$ cat config.mk
export PLATFORM = sky130hd
export DESIGN_NAME = sbrf_ctrl
export DESIGN_NICKNAME = d
export VERILOG_FILES = /design/src/hw/rtl/stack_blur_rgb_frame_assert.svh /design/src/hw/rtl/sbrf_pkg.sv /design/src/hw/rtl/sbrf_ctrl.sv
export SDC_FILE = /design/constraint.sdc
export NUM_CORES = 1
export LEC_CHECK = 0
export BUFFER_PORTS_ARGS = -buffer_cell sky130_fd_sc_hd__buf_2
export CAP_MARGIN = 0
export CELL_PAD_IN_SITES_DETAIL_PLACEMENT = 2
export CELL_PAD_IN_SITES_GLOBAL_PLACEMENT = 2
export CORE_ASPECT_RATIO = 0.7
export CORE_MARGIN = 2
export CORE_UTILIZATION = 20
export DETAILED_ROUTE_END_ITERATION = 12
export PLACE_DENSITY_LB_ADDON = 0.2
export SETUP_SLACK_MARGIN = 0.15
export SLEW_MARGIN = 30
export SYNTH_ARGS = -nofsm -noshare
export SYNTH_HDL_FRONTEND = slang
export SYNTH_SLANG_ARGS = --single-unit
$ cat constraint.sdc
create_clock -name clk -period 2.6 [get_ports clk]
set_input_delay 0.65 -clock clk [delete_from_list [all_inputs] [get_ports clk]]
set_output_delay 0.65 -clock clk [all_outputs]
set_load 0.03 [all_outputs]
$ cat src/hw/rtl/stack_blur_rgb_frame_assert.svh
// ----------------------------------------------------------------------------
// Stack blur frame assertion macros
// Property wrappers clocked on clk and disabled during reset.
// ----------------------------------------------------------------------------
`ifndef STACK_BLUR_RGB_FRAME_ASSERT_SVH
`define STACK_BLUR_RGB_FRAME_ASSERT_SVH

// same-cycle implication
`define SBRF_ASSERT_SAME(lbl, ante, cons) \
lbl: assert property (@(posedge clk) disable iff (!rst_n) (ante) |-> (cons)) \
    else $error("sbrf assertion failed");

// next-cycle implication
`define SBRF_ASSERT_NEXT(lbl, ante, cons) \
lbl: assert property (@(posedge clk) disable iff (!rst_n) (ante) |=> (cons)) \
    else $error("sbrf assertion failed");

`endif

$ cat src/hw/rtl/sbrf_pkg.sv
// ----------------------------------------------------------------------------
// Stack blur frame package
// Shared constants, controller states and controller/datapath bundles.
// ----------------------------------------------------------------------------
package sbrf_pkg;

    localparam int DEF_MAX_WIDTH  = 256;
    localparam int DEF_MAX_HEIGHT = 256;
    localparam int DEF_MAX_RADIUS = 63;

    localparam int PIX_W      = 32;
    localparam int CH_W       = 8;
    localparam int QUO_W      = 8;
    localparam int CFG_IDX_W  = 2;
    localparam int CFG_DATA_W = 9;
    localparam int WIDTH_W    = 9;
    localparam int HEIGHT_W   = 9;
    localparam int RADIUS_W   = 6;

    localparam logic [CFG_IDX_W-1:0] CFG_FRAME_WIDTH  = CFG_IDX_W'(0);
    localparam logic [CFG_IDX_W-1:0] CFG_FRAME_HEIGHT = CFG_IDX_W'(1);
    localparam logic [CFG_IDX_W-1:0] CFG_BLUR_RADIUS  = CFG_IDX_W'(2);

    localparam logic [WIDTH_W-1:0]  RST_WIDTH  = WIDTH_W'(256);
    localparam logic [HEIGHT_W-1:0] RST_HEIGHT = HEIGHT_W'(256);
    localparam logic [RADIUS_W-1:0] RST_RADIUS = RADIUS_W'(1);

    localparam logic OP_LOAD  = 1'b0;
    localparam logic OP_FETCH = 1'b1;

    localparam logic STATUS_OK        = 1'b0;
    localparam logic STATUS_NOT_READY = 1'b1;

    typedef enum logic [3:0] {
        ST_IDLE,
        ST_FETCH,
        ST_BLUR_INIT,
        ST_LINE_SETUP,
        ST_COPY_RD,
        ST_COPY_WR,
        ST_INIT_RD,
        ST_INIT_ACC,
        ST_DIV_LOAD,
        ST_DIV,
        ST_OUT_WR,
        ST_UPD_L,
        ST_UPD_E,
        ST_UPD_M,
        ST_NEXT_LINE
    } state_t;

    typedef struct packed {
        logic load_px;
        logic fetch_rd;
        logic fetch_out;
        logic blur_init;
        logic line_setup;
        logic copy_rd;
        logic copy_wr;
        logic init_rd;
        logic init_acc;
        logic div_load;
        logic div_step;
        logic out_wr;
        logic upd_l;
        logic upd_e;
        logic upd_m;
        logic next_line;
    } cmd_t;

    typedef struct packed {
        logic load_last;
        logic copy_last;
        logic init_last;
        logic div_last;
        logic x_last;
        logic line_last;
        logic pass_v;
    } status_t;

endpackage

$ cat src/hw/rtl/sbrf_ctrl.sv
// ----------------------------------------------------------------------------
// Stack blur frame controller
// Sequences loads, fetches and the two blur passes over the stored frame.
// ----------------------------------------------------------------------------
module sbrf_ctrl (
    input  logic              clk,
    input  logic              rst_n,
    input  logic              start,
    input  logic              op,
    input  sbrf_pkg::status_t stat,
    output sbrf_pkg::cmd_t    cmd,
    output logic              busy
);
    import sbrf_pkg::*;

    state_t state_reg;
    state_t state_next;

    always_ff @(posedge clk or negedge rst_n)
    begin
        if (!rst_n)
        begin
            state_reg <= ST_IDLE;
        end
        else
        begin
            state_reg <= state_next;
        end
    end

    always_comb
    begin
        state_next = state_reg;
        case (state_reg)
            ST_IDLE:
            begin
                if (start)
                begin
                    if (op == OP_FETCH)
                    begin
                        state_next = ST_FETCH;
                    end
                    else if (stat.load_last)
                    begin
                        state_next = ST_BLUR_INIT;
                    end
                end
            end
            ST_FETCH:      state_next = ST_IDLE;
            ST_BLUR_INIT:  state_next = ST_LINE_SETUP;
            ST_LINE_SETUP: state_next = ST_COPY_RD;
            ST_COPY_RD:    state_next = ST_COPY_WR;
            ST_COPY_WR:    state_next = stat.copy_last ? ST_INIT_RD : ST_COPY_RD;
            ST_INIT_RD:    state_next = ST_INIT_ACC;
            ST_INIT_ACC:   state_next = stat.init_last ? ST_DIV_LOAD : ST_INIT_RD;
            ST_DIV_LOAD:   state_next = ST_DIV;
            ST_DIV:        state_next = stat.div_last ? ST_OUT_WR : ST_DIV;
            ST_OUT_WR:     state_next = ST_UPD_L;
            ST_UPD_L:      state_next = ST_UPD_E;
            ST_UPD_E:      state_next = ST_UPD_M;
            ST_UPD_M:      state_next = stat.x_last ? ST_NEXT_LINE : ST_DIV_LOAD;
            ST_NEXT_LINE:
            begin
                if (stat.line_last && stat.pass_v)
                begin
                    state_next = ST_IDLE;
                end
                else
                begin
                    state_next = ST_LINE_SETUP;
                end
            end
            default:       state_next = ST_IDLE;
        endcase
    end

    always_comb
    begin
        cmd  = '0;
        busy = 1'b1;
        case (state_reg)
            ST_IDLE:
            begin
                busy         = 1'b0;
                cmd.load_px  = start && (op == OP_LOAD);
                cmd.fetch_rd = start && (op == OP_FETCH);
            end
            ST_FETCH:      cmd.fetch_out  = 1'b1;
            ST_BLUR_INIT:  cmd.blur_init  = 1'b1;
            ST_LINE_SETUP: cmd.line_setup = 1'b1;
            ST_COPY_RD:    cmd.copy_rd    = 1'b1;
            ST_COPY_WR:    cmd.copy_wr    = 1'b1;
            ST_INIT_RD:    cmd.init_rd    = 1'b1;
            ST_INIT_ACC:   cmd.init_acc   = 1'b1;
            ST_DIV_LOAD:   cmd.div_load   = 1'b1;
            ST_DIV:        cmd.div_step   = 1'b1;
            ST_OUT_WR:     cmd.out_wr     = 1'b1;
            ST_UPD_L:      cmd.upd_l      = 1'b1;
            ST_UPD_E:      cmd.upd_e      = 1'b1;
            ST_UPD_M:      cmd.upd_m      = 1'b1;
            ST_NEXT_LINE:  cmd.next_line  = 1'b1;
            default:       busy           = 1'b1;
        endcase
    end

endmodule

==> reports/metrics.yaml <==
status: "complete, but fails checks"
violations: "DRC"
dp_cells: 106
die_area_um2: 2491
cts_buffer_depth: 2
crit_buf_inv: 1
design.core.area_um2: 1919
async_flop_share_pct: 100.0
clk_pin_slew_ns: 0.04
critPathKind: "reg -> out"
synth-edff-count: 0
antenna_cells: 0
timing.max_cap.violations: 0
layout_commonest_cell: "buf_2"
postRouteWirelength_um: 1578
drt_iter0_markers: 9
dr.pass1.iters: 7
fin_area_um2: 580.6
synth_ff_type: "dfrtp_1"
postCtsHoldBufs: 0
ys_types: 26
top_layer: "met4"
yosys_warnings: 0
post-route-min-period_ns: 2.143
cts_tree: "built"
drive_above_1_share_pct: 40.23
tightest_slew_ns: 0.4862
die_x_um: 58.80
wl_met3_um: 102
place.gp.congestion: 0.7137
r2r_setup_slack_ns: 1.01
dpl_worst_slack_ns: 0.7177
cts-root-buf: "clkbuf_4"
cp_slowest_cell: "dfrtp_1"
post_cts_resize_count: 0
synth.ff_latch_count: 4
die_y_um: 42.36
cp.required_ns: 1.95
drt-met1-wl_um: 814
start_util_pct: 21.90
clock_sinks: 4
overflow: 0
seq_area_frac_synth_pct: 23.81
rr_startpoint: "state_reg[3]$_DFFE_PN0P_"
setup_viol: 0
cts_setup_buffers: 0
hold_path_class: "in -> async"
mostFrequentLayoutCells: "buf_2 (27), nor2_1 (12), nor3_1 (10)"
relSlewSlack_pct: 67.58
wl_per_cell_um: 14.48
arrival_ns: 1.49
cp_top_family: "flip-flops"
timing.fmax_mhz: 466.7
dpl.hpwl_um: 1186
area_delta_synth_final_pct: 38.10
avgViaCountPerCell: 5.018
worst_setup_path_start_kind: "flop"
crit_path_max_incr_delay_ns: 0.54
io_buffers: 27
synthesis.nets: 72
grt_pass1_vias: 570
avgSynthCellArea_um2: 6.892
syn_area_um2: 420.4
critPathCaptureType: "primary output"
stdcell_count: 109
cp_max_fo: 14
slew_viol_final: 0
place_area_um2: 558.0
grt_max_degree: 16
fin_crit_sh_pct: 82.41
ant_nets: 0
power_density_nw_per_um2: 1266
ios: 28
nets: 100
rsz0062_at_grt: "false"
finalSetupTns_ns: 0
wl_met2_um: 617
drc: 1
worst_ir_drop_vdd_mv: 0.3816
vias: 547
finalHoldViolations: 0
total_leakage_power_nw: 0.2924
grt_use_total_pct: 14.04
fin_skew_ns: 0.0004179
r2r_cells: 4
r2r_end: "state_reg[1]$_DFFE_PN0P_"
layout_setup_ws_ns: 0.4572
cts_made_buffers: 3
cp_cell_sequence: "nand2b_1, nor3_1, buf_2"
grt_pass1_wl_um: 2642
synthCells: 61
largest_reg_flops: 4
htree_levels: 1
rows: 13
nFillCells: 244
whs_ns: 0.2110
grt_antenna_before_repair: 0
insertion_delay_ns: 0.24
power breakdown:
part | switching, W | leakage, nW | internal [W]
registers | 0.000111 | 0.0512 | 0.0000896
clock network | 0.0000268 | 0.0138 | 0.0000517
logic | 0.000289 | 0.227 | 0.000166
layer usage:
layer | vias up | global-route usage, %
met5 | - | 0
met4 | 0 | 10.91
met3 | 4 | 1.543
met2 | 23 | 20.00
met1 | 252 | 18.90
li1 | 268 | -
area by class of cell:
class,count,area (um2),share of cell area (%)
clock buffers,3,22.52,3.879
inverters,2,7.507,1.293
multi-input cells,51,287.8,49.57
flip-flops and latches,4,100.1,17.24
well taps,22,27.53,4.741
repair buffers,27,135.1,23.28
cells in the mapped netlist, drive strengths merged (2+ instances only):
cell,number,area share (%)
a21oi,3,3.6
buf,3,4.2
dfrtp,4,24
inv,2,1.8
nand2,6,6.5
nand2b,5,9.8
nor2,12,11
nor3,10,12
o21ai,4,4.8
worst max-delay path by stage:
stage,startpoint,to,slack (ns),cells past startpoint
floorplan,state_reg[1]$_DFFE_PN0P_,cmd[14],0.39,4
global placement,state_reg[2]$_DFFE_PN0P_,cmd[6],0.70,3
detailed placement,state_reg[3]$_DFFE_PN0P_,cmd[2],0.72,3
CTS,state_reg[2]$_DFFE_PN0P_,cmd[6],0.45,3
global route,state_reg[2]$_DFFE_PN0P_,cmd[10],0.36,3
finish,state_reg[2]$_DFFE_PN0P_,cmd[6],0.46,3
per-stage QoR:
| step | power (W) | utilization [%] |
|---|---|---|
| finish | 0.0007347 | 30.25 |
| detailed placement | 0.0006606 | 29.07 |
| CTS | 0.0007442 | 30.25 |
| global placement | 0.0006575 | 29.07 |
| floorplan | 0.0005435 | - |
| global route | 0.0008003 | 30.25 |
cells by family (layout without fill, tap and decap cells):
group	count (synthesis)	after routing	share of synthesized area (%)
flops	4	4	23.81
buf+inv	6	32	7.740
compound gates	14	14	23.22
simple gates	37	37	45.24
No activity file was read; power rests on OpenSTA's default activity.
